**src/design/i2c_master_reg_access_top_macros.svh**
```systemverilog
// Assertion macros for the I2C register access master.
// Included by the top level; depends on nothing else.
`ifndef I2C_MASTER_REG_ACCESS_TOP_MACROS_SVH
`define I2C_MASTER_REG_ACCESS_TOP_MACROS_SVH

// same-cycle implication, held off during reset
`define I2CMRA_ASSERT_IMP(label, clk, rst_n, ante, cons, msg) \
  label: assert property (@(posedge clk) disable iff (!rst_n) (ante) |-> (cons)) \
    else $error(msg);

// next-cycle implication, held off during reset
`define I2CMRA_ASSERT_NEXT(label, clk, rst_n, ante, cons, msg) \
  label: assert property (@(posedge clk) disable iff (!rst_n) (ante) |=> (cons)) \
    else $error(msg);

`endif

```
**src/design/i2cmra_pkg.sv**
```systemverilog
// Shared types, codes and the phase script for the I2C register access master.
// No dependencies.
package i2cmra_pkg;

  typedef enum logic [1:0] {
    CMD_NONE  = 2'd0,
    CMD_WRITE = 2'd1,
    CMD_READ  = 2'd2
  } cmd_t;

  typedef enum logic [1:0] {
    REG_DEV_WR_ADDR = 2'd0,
    REG_DEV_RD_ADDR = 2'd1,
    REG_PHASE_TICKS = 2'd2
  } reg_idx_t;

  // bus segment kinds
  typedef enum logic [3:0] {
    SEG_START = 4'd0,
    SEG_DEVW  = 4'd1,
    SEG_REG   = 4'd2,
    SEG_DATA  = 4'd3,
    SEG_DEVR  = 4'd4,
    SEG_GAP   = 4'd5,
    SEG_CHK   = 4'd6,
    SEG_RECV  = 4'd7,
    SEG_MACK  = 4'd8,
    SEG_STOP  = 4'd9
  } seg_t;

  localparam logic [3:0]  RD_RECV_STEP = 4'd11;
  localparam logic [7:0]  DEV_WR_ADDR_RST = 8'h38;
  localparam logic [7:0]  DEV_RD_ADDR_RST = 8'h39;
  localparam logic [15:0] PHASE_TICKS_RST = 16'd16;

  typedef struct packed {
    logic [7:0]  dev_write_addr;
    logic [7:0]  dev_read_addr;
    logic [15:0] phase_ticks;
  } cfg_t;

  typedef struct packed {
    logic [1:0] cmd;
    logic [7:0] reg_addr;
    logic [7:0] wdata;
    logic [7:0] count;
    logic       sda_in;
  } item_t;

  typedef struct packed {
    logic       scl;
    logic       sda_out;
    logic       busy_res;
    logic       done_res;
    logic       error;
    logic       rx_valid;
    logic [7:0] rx_byte;
    logic       rx_last;
  } res_t;

  // segment sequence of a write or a burst read transfer
  function automatic seg_t seg_of(input logic [3:0] step, input logic rd);
    seg_t s;
    s = SEG_STOP;
    if (rd) begin
      unique case (step)
        4'd0:    s = SEG_START;
        4'd1:    s = SEG_DEVW;
        4'd2:    s = SEG_GAP;
        4'd3:    s = SEG_CHK;
        4'd4:    s = SEG_REG;
        4'd5:    s = SEG_GAP;
        4'd6:    s = SEG_CHK;
        4'd7:    s = SEG_START;
        4'd8:    s = SEG_DEVR;
        4'd9:    s = SEG_GAP;
        4'd10:   s = SEG_CHK;
        4'd11:   s = SEG_RECV;
        4'd12:   s = SEG_MACK;
        default: s = SEG_STOP;
      endcase
    end else begin
      unique case (step)
        4'd0:    s = SEG_START;
        4'd1:    s = SEG_DEVW;
        4'd2:    s = SEG_CHK;
        4'd3:    s = SEG_REG;
        4'd4:    s = SEG_CHK;
        4'd5:    s = SEG_DATA;
        4'd6:    s = SEG_CHK;
        default: s = SEG_STOP;
      endcase
    end
    return s;
  endfunction

endpackage

```
**src/design/i2cmra_core.sv**
```systemverilog
// Bus phase sequencer: holds the transfer state and works out one tick's bus
// levels and status. Depends on i2cmra_pkg.
module i2cmra_core (
  input  logic               clk,
  input  logic               rst_n,
  input  logic               en,
  input  i2cmra_pkg::item_t  item,
  input  i2cmra_pkg::cfg_t   cfg,
  output i2cmra_pkg::res_t   res
);

  logic        busy_r, busy_nxt;
  logic [3:0]  step_r, step_nxt;
  logic [1:0]  sub_r, sub_nxt;
  logic [15:0] tick_r, tick_nxt;
  logic [3:0]  bit_r, bit_nxt;
  logic [7:0]  shift_r, shift_nxt;
  logic [7:0]  bleft_r, bleft_nxt;
  logic [7:0]  raddr_r, raddr_nxt;
  logic [7:0]  wdat_r, wdat_nxt;
  logic        rd_r, rd_nxt;
  logic        nack_r, nack_nxt;

  logic        start_cmd, run, ack, last_tick, do_enter;
  logic [3:0]  step_c, ent_step;
  logic [1:0]  sub_c;
  logic [15:0] tick_c, lim;
  logic [3:0]  bit_c;
  logic [7:0]  bleft_c, rx_shift;
  logic        rd_c, nack_c;
  i2cmra_pkg::seg_t seg, ent_seg;

  always_comb begin
    start_cmd = !busy_r && (item.cmd == i2cmra_pkg::CMD_WRITE ||
                            item.cmd == i2cmra_pkg::CMD_READ);
    run = busy_r || start_cmd;

    // state as seen this tick: an accepted command already starts phase one
    if (start_cmd) begin
      step_c    = 4'd0;
      sub_c     = 2'd0;
      tick_c    = 16'd0;
      bit_c     = 4'd0;
      bleft_c   = (item.count == 8'd0) ? 8'd1 : item.count;
      rd_c      = (item.cmd == i2cmra_pkg::CMD_READ);
      raddr_nxt = item.reg_addr;
      wdat_nxt  = item.wdata;
      nack_c    = 1'b0;
    end else begin
      step_c    = step_r;
      sub_c     = sub_r;
      tick_c    = tick_r;
      bit_c     = bit_r;
      bleft_c   = bleft_r;
      rd_c      = rd_r;
      raddr_nxt = raddr_r;
      wdat_nxt  = wdat_r;
      nack_c    = nack_r;
    end

    seg = i2cmra_pkg::seg_of(step_c, rd_c);
    ack = (bleft_c > 8'd1);

    // ack is sampled on the first tick of its SCL-high phase
    nack_nxt = nack_c;
    if (run && seg == i2cmra_pkg::SEG_CHK && sub_c == 2'd1 && tick_c == 16'd0) begin
      nack_nxt = item.sda_in;
    end

    res.scl      = 1'b1;
    res.sda_out  = 1'b1;
    res.busy_res = run;
    res.done_res = 1'b0;
    res.error    = 1'b0;
    res.rx_valid = 1'b0;
    res.rx_byte  = 8'd0;
    res.rx_last  = 1'b0;

    if (run) begin
      unique case (seg)
        i2cmra_pkg::SEG_START: begin
          res.scl     = (sub_c == 2'd0) ? (step_c == 4'd0) : (sub_c != 2'd3);
          res.sda_out = (sub_c < 2'd2);
        end
        i2cmra_pkg::SEG_DEVW, i2cmra_pkg::SEG_REG, i2cmra_pkg::SEG_DATA,
        i2cmra_pkg::SEG_DEVR: begin
          res.scl     = (sub_c == 2'd1);
          res.sda_out = shift_r[~bit_c[2:0]];
        end
        i2cmra_pkg::SEG_GAP: begin
          res.scl     = 1'b0;
          res.sda_out = shift_r[0];
        end
        i2cmra_pkg::SEG_CHK: begin
          res.scl     = sub_c[0];
          res.sda_out = 1'b1;
        end
        i2cmra_pkg::SEG_RECV: begin
          res.scl     = (sub_c == 2'd0) ? (bit_c != 4'd0) : (sub_c == 2'd2);
          res.sda_out = 1'b1;
        end
        i2cmra_pkg::SEG_MACK: begin
          res.scl     = (sub_c == 2'd1);
          res.sda_out = ack ? (sub_c == 2'd3) : (sub_c != 2'd3);
        end
        default: begin
          res.scl     = (sub_c == 2'd1 || sub_c == 2'd2);
          res.sda_out = (sub_c >= 2'd2);
        end
      endcase
    end

    lim       = (cfg.phase_ticks == 16'd0) ? 16'd1 : cfg.phase_ticks;
    last_tick = ({1'b0, tick_c} + 17'd1) >= {1'b0, lim};

    busy_nxt  = run;
    step_nxt  = step_c;
    sub_nxt   = sub_c;
    bit_nxt   = bit_c;
    shift_nxt = shift_r;
    bleft_nxt = bleft_c;
    rd_nxt    = rd_c;
    do_enter  = 1'b0;
    ent_step  = step_c + 4'd1;
    rx_shift  = {shift_r[6:0], item.sda_in};
    tick_nxt  = last_tick ? 16'd0 : tick_c + 16'd1;

    if (run && last_tick) begin
      unique case (seg)
        i2cmra_pkg::SEG_START, i2cmra_pkg::SEG_MACK, i2cmra_pkg::SEG_STOP: begin
          if (sub_c < 2'd3) begin
            sub_nxt = sub_c + 2'd1;
          end else if (seg == i2cmra_pkg::SEG_STOP) begin
            res.done_res = 1'b1;
            busy_nxt     = 1'b0;
          end else if (seg == i2cmra_pkg::SEG_MACK && ack) begin
            bleft_nxt = bleft_c - 8'd1;
            do_enter  = 1'b1;
            ent_step  = i2cmra_pkg::RD_RECV_STEP;
          end else begin
            do_enter = 1'b1;
          end
        end
        i2cmra_pkg::SEG_DEVW, i2cmra_pkg::SEG_REG, i2cmra_pkg::SEG_DATA,
        i2cmra_pkg::SEG_DEVR: begin
          if (sub_c < 2'd2) begin
            sub_nxt = sub_c + 2'd1;
          end else begin
            sub_nxt  = 2'd0;
            bit_nxt  = bit_c + 4'd1;
            do_enter = (bit_c[2:0] == 3'd7);
          end
        end
        i2cmra_pkg::SEG_GAP: begin
          do_enter = 1'b1;
        end
        i2cmra_pkg::SEG_CHK: begin
          if (sub_c == 2'd0) begin
            sub_nxt = sub_c + 2'd1;
          end else if (nack_nxt) begin
            res.done_res = 1'b1;
            res.error    = 1'b1;
            busy_nxt     = 1'b0;
          end else begin
            do_enter = 1'b1;
          end
        end
        default: begin
          if (sub_c < 2'd2) begin
            sub_nxt = sub_c + 2'd1;
          end else begin
            shift_nxt = rx_shift;
            sub_nxt   = 2'd0;
            bit_nxt   = bit_c + 4'd1;
            if (bit_c[2:0] == 3'd7) begin
              res.rx_valid = 1'b1;
              res.rx_byte  = rx_shift;
              res.rx_last  = (bleft_c <= 8'd1);
              do_enter     = 1'b1;
            end
          end
        end
      endcase
    end

    // entering a segment reloads the shift register for byte segments
    ent_seg = i2cmra_pkg::seg_of(ent_step, rd_c);
    if (do_enter) begin
      step_nxt = ent_step;
      sub_nxt  = 2'd0;
      bit_nxt  = 4'd0;
      unique case (ent_seg)
        i2cmra_pkg::SEG_DEVW: shift_nxt = cfg.dev_write_addr;
        i2cmra_pkg::SEG_REG:  shift_nxt = raddr_nxt;
        i2cmra_pkg::SEG_DATA: shift_nxt = wdat_nxt;
        i2cmra_pkg::SEG_DEVR: shift_nxt = cfg.dev_read_addr;
        i2cmra_pkg::SEG_RECV: shift_nxt = 8'd0;
        default:              shift_nxt = shift_nxt;
      endcase
    end
  end

  always_ff @(posedge clk) begin
    if (!rst_n) begin
      busy_r  <= 1'b0;
      step_r  <= 4'd0;
      sub_r   <= 2'd0;
      tick_r  <= 16'd0;
      bit_r   <= 4'd0;
      shift_r <= 8'd0;
      bleft_r <= 8'd0;
      raddr_r <= 8'd0;
      wdat_r  <= 8'd0;
      rd_r    <= 1'b0;
      nack_r  <= 1'b0;
    end else if (en && run) begin
      busy_r  <= busy_nxt;
      step_r  <= step_nxt;
      sub_r   <= sub_nxt;
      tick_r  <= tick_nxt;
      bit_r   <= bit_nxt;
      shift_r <= shift_nxt;
      bleft_r <= bleft_nxt;
      raddr_r <= raddr_nxt;
      wdat_r  <= wdat_nxt;
      rd_r    <= rd_nxt;
      nack_r  <= nack_nxt;
    end
  end

endmodule

```
**src/design/i2c_master_reg_access_top.sv**
```systemverilog
// I2C register access master: stream in/out wrapper, config registers, checks.
// Depends on i2cmra_pkg, i2cmra_core and i2c_master_reg_access_top_macros.svh.
//
// Every input transfer is one bus tick (command, register address, write byte,
// read count and the sampled SDA level) and yields exactly one result transfer
// (SCL and SDA drive, busy, done, error and any received byte). Sustained rate
// is one tick per clock cycle while out_tready is held high; a tick's result
// is registered: each tick passes the input register, then the single-pass
// phase sequencer, then the result register. Bus timing is counted in ticks:
// each phase lasts phase_ticks ticks (0 acts as 1). Config registers (APB, 0x0
// device write address, 0x4 device read address, 0x8 phase_ticks) should be
// written only while no transfer is running.
`include "i2c_master_reg_access_top_macros.svh"

module i2c_master_reg_access_top (
  input  logic        clk,
  input  logic        rst_n,
  input  logic        in_tvalid,
  output logic        in_tready,
  input  logic [31:0] in_tdata,   // reg_addr[7:0], wdata[15:8], count[23:16], sda_in[24]
  input  logic [1:0]  in_tuser,   // cmd[1:0]
  output logic        out_tvalid,
  input  logic        out_tready,
  output logic [15:0] out_tdata,  // scl[0], sda_out[1], busy_res[2], done_res[3],
                                  // error[4], rx_valid[5], rx_byte[13:6]
  output logic        out_tlast,  // rx_last
  input  logic        psel,
  input  logic        penable,
  input  logic        pwrite,
  input  logic [3:0]  paddr,
  input  logic [31:0] pwdata,
  output logic [31:0] prdata,
  output logic        pready
);

  i2cmra_pkg::cfg_t  cfg_r;
  i2cmra_pkg::item_t in_item_r;
  i2cmra_pkg::res_t  res_c, out_res_r;
  logic              in_v_r, out_v_r;
  logic              adv, cfg_wr;

  // config port
  assign pready = 1'b1;
  assign cfg_wr = psel && penable && pwrite && pready;

  always_ff @(posedge clk) begin
    if (!rst_n) begin
      cfg_r.dev_write_addr <= i2cmra_pkg::DEV_WR_ADDR_RST;
      cfg_r.dev_read_addr  <= i2cmra_pkg::DEV_RD_ADDR_RST;
      cfg_r.phase_ticks    <= i2cmra_pkg::PHASE_TICKS_RST;
    end else if (cfg_wr) begin
      unique case (paddr[3:2])
        i2cmra_pkg::REG_DEV_WR_ADDR: cfg_r.dev_write_addr <= pwdata[7:0];
        i2cmra_pkg::REG_DEV_RD_ADDR: cfg_r.dev_read_addr  <= pwdata[7:0];
        i2cmra_pkg::REG_PHASE_TICKS: cfg_r.phase_ticks    <= pwdata[15:0];
        default: ;
      endcase
    end
  end

  always_comb begin
    unique case (paddr[3:2])
      i2cmra_pkg::REG_DEV_WR_ADDR: prdata = {24'd0, cfg_r.dev_write_addr};
      i2cmra_pkg::REG_DEV_RD_ADDR: prdata = {24'd0, cfg_r.dev_read_addr};
      i2cmra_pkg::REG_PHASE_TICKS: prdata = {16'd0, cfg_r.phase_ticks};
      default:                     prdata = 32'd0;
    endcase
  end

  // input register -> sequencer -> result register
  assign adv       = in_v_r && (!out_v_r || out_tready);
  assign in_tready = !in_v_r || adv;

  always_ff @(posedge clk) begin
    if (!rst_n) begin
      in_v_r <= 1'b0;
    end else if (in_tvalid && in_tready) begin
      in_v_r <= 1'b1;
    end else if (adv) begin
      in_v_r <= 1'b0;
    end
  end

  always_ff @(posedge clk) begin
    if (in_tvalid && in_tready) begin
      in_item_r.cmd      <= in_tuser;
      in_item_r.reg_addr <= in_tdata[7:0];
      in_item_r.wdata    <= in_tdata[15:8];
      in_item_r.count    <= in_tdata[23:16];
      in_item_r.sda_in   <= in_tdata[24];
    end
  end

  i2cmra_core u_core (
    .clk   (clk),
    .rst_n (rst_n),
    .en    (adv),
    .item  (in_item_r),
    .cfg   (cfg_r),
    .res   (res_c)
  );

  always_ff @(posedge clk) begin
    if (!rst_n) begin
      out_v_r <= 1'b0;
    end else if (adv) begin
      out_v_r <= 1'b1;
    end else if (out_tready) begin
      out_v_r <= 1'b0;
    end
  end

  always_ff @(posedge clk) begin
    if (adv) begin
      out_res_r <= res_c;
    end
  end

  assign out_tvalid = out_v_r;
  assign out_tdata  = {2'b00, out_res_r.rx_byte, out_res_r.rx_valid, out_res_r.error,
                       out_res_r.done_res, out_res_r.busy_res, out_res_r.sda_out,
                       out_res_r.scl};
  assign out_tlast  = out_res_r.rx_last;

  `I2CMRA_ASSERT_IMP(a_err_with_done, clk, rst_n, out_v_r && out_res_r.error, out_res_r.done_res && out_res_r.busy_res, "error flagged without done on a busy tick")
  `I2CMRA_ASSERT_IMP(a_last_with_rx, clk, rst_n, out_v_r && out_res_r.rx_last, out_res_r.rx_valid && !out_res_r.done_res, "rx_last without a received byte")
  `I2CMRA_ASSERT_IMP(a_ready_when_empty, clk, rst_n, !out_v_r, in_tready, "input stalled with empty result register")
  `I2CMRA_ASSERT_NEXT(a_done_lands, clk, rst_n, adv && res_c.done_res, out_v_r && out_res_r.done_res, "done tick lost on the way to the output")

endmodule

```
**config.mk**
```make
export PLATFORM = sky130hd
export DESIGN_NAME = i2c_master_reg_access_top
export DESIGN_NICKNAME = d
export VERILOG_FILES = /design/src/design/i2cmra_pkg.sv /design/src/design/i2cmra_core.sv /design/src/design/i2c_master_reg_access_top.sv
export VERILOG_INCLUDE_DIRS = /design/src /design/src/design
export SDC_FILE = /design/constraint.sdc
export NUM_CORES = 1
export LEC_CHECK = 0
export ABC_AREA = 1
export ABC_CLOCK_PERIOD_IN_PS = 12230
export BUFFER_PORTS_ARGS = -buffer_cell sky130_fd_sc_hd__buf_2
export CORE_UTILIZATION = 25
export CTS_BUF_LIST = sky130_fd_sc_hd__clkbuf_4 sky130_fd_sc_hd__clkbuf_8
export DETAILED_ROUTE_END_ITERATION = 8
export GPL_ROUTABILITY_DRIVEN = 0
export PLACE_DENSITY = 0.43
export SYNTH_ARGS = -nofsm -noshare
export SYNTH_HDL_FRONTEND = slang
export SYNTH_SLANG_ARGS = --single-unit
export TNS_END_PERCENT = 5
```
**constraint.sdc**
```tcl
create_clock -name clk -period 12.23 [get_ports clk]
set_input_delay 1.223 -clock clk [delete_from_list [all_inputs] [get_ports clk]]
set_output_delay 1.223 -clock clk [all_outputs]
set_load 0.005 [all_outputs]
```
# Word level (Yosys, flattened, before mapping)
# Memories as Yosys holds them, arrays and structs flattened.
# Index checks and enable logic that the tools add are counted.
# W data, S select, Z words.
# totals
romBits	128
n_memories	2
reg_bits	137
# op_classes
add_sub_neg	6
reduce_logical	42
n_eq_ne	35
magnitude_cmp	7
n_mux	75
bitwise_logic	4
# memory_table
name	depth	word_bits	read_ports	rd_ports_with_merged_regs	wr	line	source
(no name shown)	16	4	1	0	0	i2cmra_pkg.sv:66	unique case (step)
(no name shown)	16	4	1	0	0	i2cmra_pkg.sv:66	
# op_table
op	n
$mux W8	13
$mux W4	14
$eq A4 B3 Y1 const B	12
$mux W16	3
$pmux W16 S3	1
$pmux W4 S5	2
$pmux W8 S5	1
$eq A4 B2 Y1 const B	8
$logic_not A16 Y1	2
$mux W1	26
$add A16 B1 Y17 const B	1
$ge A17 B16 Y1	1
$add A16 B1 Y16 const B	1
$eq A4 B1 Y1 const B	4
$mux W2	8
$logic_not A4 Y1	3
$pmux W2 S6	1
$reduce_or A12 Y1	1
$reduce_or A3 Y1	4
$logic_and A1 B1 Y1	11
$reduce_or A11 Y1	1
$mux W10	1
$reduce_or A9 Y1	1
$add A4 B1 Y4 const B	2
other kinds (27)	47

# Depth between registers and ports, before layout
# logic_depth
ltp_word	22
ltp_mapped	46
mapped_depth_nobuf	42

# Modules after synthesis
# Synthesis repeated with hierarchy kept, for this count alone.
# hier_totals
hier_cells	1236
area_unflattened_um2	8654.6
# by_module_without_submodules
mod	seq_area_each_um2	cells_per_inst	area_per_inst_um2	instances
i2cmra_core	1221.2	918	5606.6	1
i2c_master_reg_access_top	1941.9	318	3047.9	1

# Worst setup path after synthesis
# Ideal clock, no wire load.
# synth_timing
path_kind	register -> register
startpoint	reg in_item_r[26] in the netlist's numbering
endpoint	reg u_core.shift_r[1]
n_path_buf	5
synth_period_minus_slack_ps	5374
setup_ps	132
path_slack_ps	6856
path_stages_with_launch	41
t_arrival_ps	5241
path_cell_list	edfxtp_1 ha_1 nor2_8 buf_2 buf_2 clkbuf_1 clkbuf_1 nor2_1 ha_1 nand2_1 nor2_2 nand3_2 xor2_1 ha_1 a21oi_1 o21ai_0 nor2_1 nand2_1 (+5 left out) nor2_8 buf_6 nor2_1 inv_1 ha_1 inv_1 nand3_1 nand3_1 nand2_1 nand2_4 nor2_4 nand2_1 nand3_2 nand2_4 inv_2 nand2_1 nand3_1 a21oi_1
# synth_between
elab_chain_len	22
# synth_rtl
element	line	source
start: declaration	i2c_master_reg_access_top.sv:37	i2cmra_pkg::item_t in_item_r;
branches (longest 22 deep; another with $add A16 B1 Y17)	--	
end signal: assignment	i2cmra_core.sv:222	shift_r <= shift_nxt;
end: declaration	i2cmra_core.sv:17	logic [7:0] shift_r, shift_nxt;
# Several ways; the timed one is not identified.
# A chain may end at the register's enable or synchronous reset.

# Final worst setup path
# layout_timing
startpoint	reg in_item_r[26] in the netlist's numbering
endpoint	reg u_core.shift_r[0]
# The elaborated chain is that of the path after synthesis.

==> qor.txt <==
================================================================================
Required arrival time at the worst endpoint                             12.57 ns
Port-buffer cells                                                             84
Finished Cell Area                                                   0.00955 mm2
Count of vias placed by the detailed router                                7,443
Die area                                                              0.0341 mm2
Slew at the pin closest to its max-slew limit                            1.06 ns
Number of antenna repair diodes                                                0
Distinct cell type count after synthesis                                      52
Status                                                                 completed
Clock Pin Slew Worst Setup and Hold Paths                                0.09 ns
Most frequently used flop master after synthesis                    sky130_fd_sc_hd__dfxtp_1
Number of antenna violations at the first check in global routing              0
Dominant cell type by count on the critical path                    sky130_fd_sc_hd__nand2_1
CTS tree                                                                    done
Min-Delay Path Depth                                                           2
Number of flops mapped to enable cells by yosys                               42
Share of post-route cells with drive strength above 1                      14.9%
Number of hold-repair buffers added at the cts stage                           0
Total of endpoints with negative setup slack in the final report               0
Synth Register Bits                                                          137
Endpoint arrival time on the critical path                               6.60 ns
LEAKAGE                                                                  4.01 nW
Total design power                                                       1.05 mW
Summed negative setup slack over all endpoints                              0 ns
Critical setup path kind                                            flip-flop to flip-flop
Maximum number of pins on one net before global-route repair                  81
Ports                                                                        129
Remaining design rule violation count                                          0
Yosys top cell by area                                              sky130_fd_sc_hd__dfxtp_1
DIE WIDTH                                                                 185 um
Total clock sinks                                                            137
Pwr dens                                                              110 mW/mm2
Top-count cell post-synth                                           sky130_fd_sc_hd__nand2_1
Overall global routing resource usage                                      13.9%
Final setup skew                                                       0.0149 ns
Post-CTS Setup Inserts                                                         0
Share of the core filled with cells                                        29.2%
Cell row count                                                                66
Sum of overflow across all layers after global routing                         0
Cell types with the largest area share after synthesis              sky130_fd_sc_hd__dfxtp_1, sky130_fd_sc_hd__edfxtp_1, sky130_fd_sc_hd__nand2_1
Inst Count DP                                                              1,642
Detailed placement HPWL                                                16,900 um
Core Region                                                           0.0327 mm2
Share of the synthesized area in the top cell type                         22.8%
Nets@finish                                                                1,333
Async set or reset register ratio after synthesis                             0%
Post-Syn Instances                                                         1,151
Count of synthesis-stage warnings from yosys                                   0
DRC violation total after the first TritonRoute iteration                    416
Starting utilization of the core area                                      25.5%
Post-Syn Area                                                        0.00835 mm2
Final Max Slew Viols                                                           0
Via count of the first global-routing pass                                 6,875
CTS-repair resized insts                                                       0
Sequential-to-total area share from yosys stat                             37.9%
H-tree depth reported by CTS                                                   4
Cell depth of the worst flop-to-flop path                                     33
Max-Cap Viols                                                                  0
WL/cell                                                                  13.8 um
First-pass GRT wire length                                             36,900 um
Worst rel slew slack                                                       29.0%
Hold Vio Cnt, Final                                                            0
Element type at the critical path end                                  flip-flop
Synthesis-to-layout area growth                                            14.3%
Final antenna-violating net count                                              0
Die outline height                                                        185 um
Mean number of vias per cell                                                4.45
Setup repair after global routing missed its margin                           no
CP max stage cell                                                   sky130_fd_sc_hd__nor2_8
Min cycle time layout                                                    6.25 ns
Path class of the lowest-slack min-delay path                       flip-flop to flip-flop
Post-layout worst setup margin                                           5.98 ns
Commonest cells in the synthesized netlist                          sky130_fd_sc_hd__nand2_1, sky130_fd_sc_hd__inv_1, sky130_fd_sc_hd__nor2_1
Worst setup slack after placement                                        5.90 ns
WHS                                                                     0.450 ns
Highest fanout seen on the critical path                                      62
Final period utilization                                                   51.1%
Max IR drop VDD                                                        0.0565 mV
Cell at the root of the clock tree                                  sky130_fd_sc_hd__clkbuf_8
Delay of the slowest cell on the worst path                              0.69 ns
Critical path startpoint category                                      flip-flop
Number of standard cells in the layout, taps in and fillers out            1,674
Total placed instance area                                           0.00911 mm2
Final Routed Wirelength                                                23,000 um
Post-Synthesis Mean Instance Area                                       7.26 um2
Longest Clk Path Bufs                                                          2
Max Freq                                                                 160 MHz
CTS Buf Count                                                                 17
Skew-Pair Late Insertion Delay                                           0.47 ns
Detailed Routing Iterations Pass 1                                             8
================================================================================
[flip-flops by register name (all words and copies together) (netlist names)]
| name | count |
|---|---|
| u_core.wdat_r | 8 |
| in_item_r | 27 |
| out_tvalid | 1 |
| u_core.nack_r | 1 |
| u_core.shift_r | 8 |
| in_v_r | 1 |
| u_core.bit_r | 4 |
| cfg_r | 32 |
| u_core.rd_r | 1 |
| out_tlast | 1 |
| u_core.step_r | 4 |
| u_core.busy_r | 1 |
| u_core.sub_r | 2 |
| u_core.bleft_r | 8 |
| u_core.tick_r | 16 |
| out_tdata | 14 |
| u_core.raddr_r | 8 |
[metal layers]
metal / part of all wire, % / track usage (%) / up-vias
li1: - / - / 3902
met1: 50 / 19.3 / 3386
met2: 45 / 21.8 / 136
met3: 3.1 / 2.32 / 19
met4: 1.4 / 4.46 / 0
met5: 0 / 0 / -
[cell families after synthesis]
logic type,synth area share (%)
buf+inv,10.4
xor+xnor,2.10
other cells,0.0899
fa+ha+maj,5.54
simple gates,28.2
compound gates,15.8
flops,37.9
[where the power goes]
part / leakage (nW) / internal [mW] / total (mW) / switching (mW)
Combinational: 2.63 / 0.0399 / 0.136 / 0.0964
Clock: 0.213 / 0.213 / 0.418 / 0.205
Sequential: 1.17 / 0.486 / 0.492 / 0.00662
[final timing paths]
| kind | slack (ns) | endpoint | from |
|---|---|---|---|
| max | 5.98 | u_core.shift_r[0] | in_item_r[26] |
| min | 0.45 | u_core.wdat_r[7] | u_core.wdat_r[7] |
| max reg2reg | 5.98 | u_core.shift_r[0] | in_item_r[26] |
| min reg2reg | 0.45 | u_core.wdat_r[7] | u_core.wdat_r[7] |
[critical path, delay by kind of cell (launching register included)]
family,cells,cell delay (ns)
flip-flops,1,0.43
buffers and inverters,2,0.26
adder cells (fa/ha/maj),4,1.26
AND/OR/NAND/NOR,22,3.47
AO/OA/AOI/OAI,4,0.55
XOR/XNOR,1,0.15
[area by class of cell]
type                            count  area (um2)
Tap cell                          442         553
Timing Repair Buffer               89         458
Sequential cell                   137        3160
Clock inverter                     14         186
Multi-Input combinational cell    827        4390
Fill cell                        3683       23200
Inverter                          147         552
Clock buffer                       18         248
[placed cells by master (no fill, tap or decap), types with 4 or more instances in the layout]
| cell type | synthesis | routed |
|---|---|---|
| sky130_fd_sc_hd__nor2_2 | 6 | 6 |
| sky130_fd_sc_hd__nand2_2 | 11 | 11 |
| sky130_fd_sc_hd__dfxtp_1 | 95 | 95 |
| sky130_fd_sc_hd__a22oi_1 | 4 | 4 |
| sky130_fd_sc_hd__o211ai_1 | 12 | 12 |
| sky130_fd_sc_hd__nor2_1 | 112 | 112 |
| sky130_fd_sc_hd__clkbuf_8 | 0 | 18 |
| sky130_fd_sc_hd__nand2_4 | 8 | 8 |
| sky130_fd_sc_hd__edfxtp_1 | 42 | 42 |
| sky130_fd_sc_hd__xor2_1 | 17 | 17 |
| sky130_fd_sc_hd__buf_2 | 5 | 84 |
| sky130_fd_sc_hd__nor2_4 | 9 | 9 |
| sky130_fd_sc_hd__nand3_2 | 6 | 6 |
| sky130_fd_sc_hd__a21oi_1 | 99 | 99 |
| sky130_fd_sc_hd__nand3_1 | 64 | 64 |
| sky130_fd_sc_hd__nand4_1 | 23 | 23 |
| sky130_fd_sc_hd__nand2_1 | 249 | 249 |
| sky130_fd_sc_hd__nor3_1 | 9 | 9 |
| sky130_fd_sc_hd__inv_2 | 10 | 11 |
| sky130_fd_sc_hd__conb_1 | 2 | 19 |
| sky130_fd_sc_hd__o21ai_0 | 100 | 100 |
| sky130_fd_sc_hd__buf_4 | 21 | 5 |
| sky130_fd_sc_hd__ha_1 | 37 | 37 |
| sky130_fd_sc_hd__inv_6 | 0 | 5 |
| sky130_fd_sc_hd__o21ai_1 | 5 | 5 |
| sky130_fd_sc_hd__inv_1 | 135 | 134 |
(Power assumes the default switching activity.)
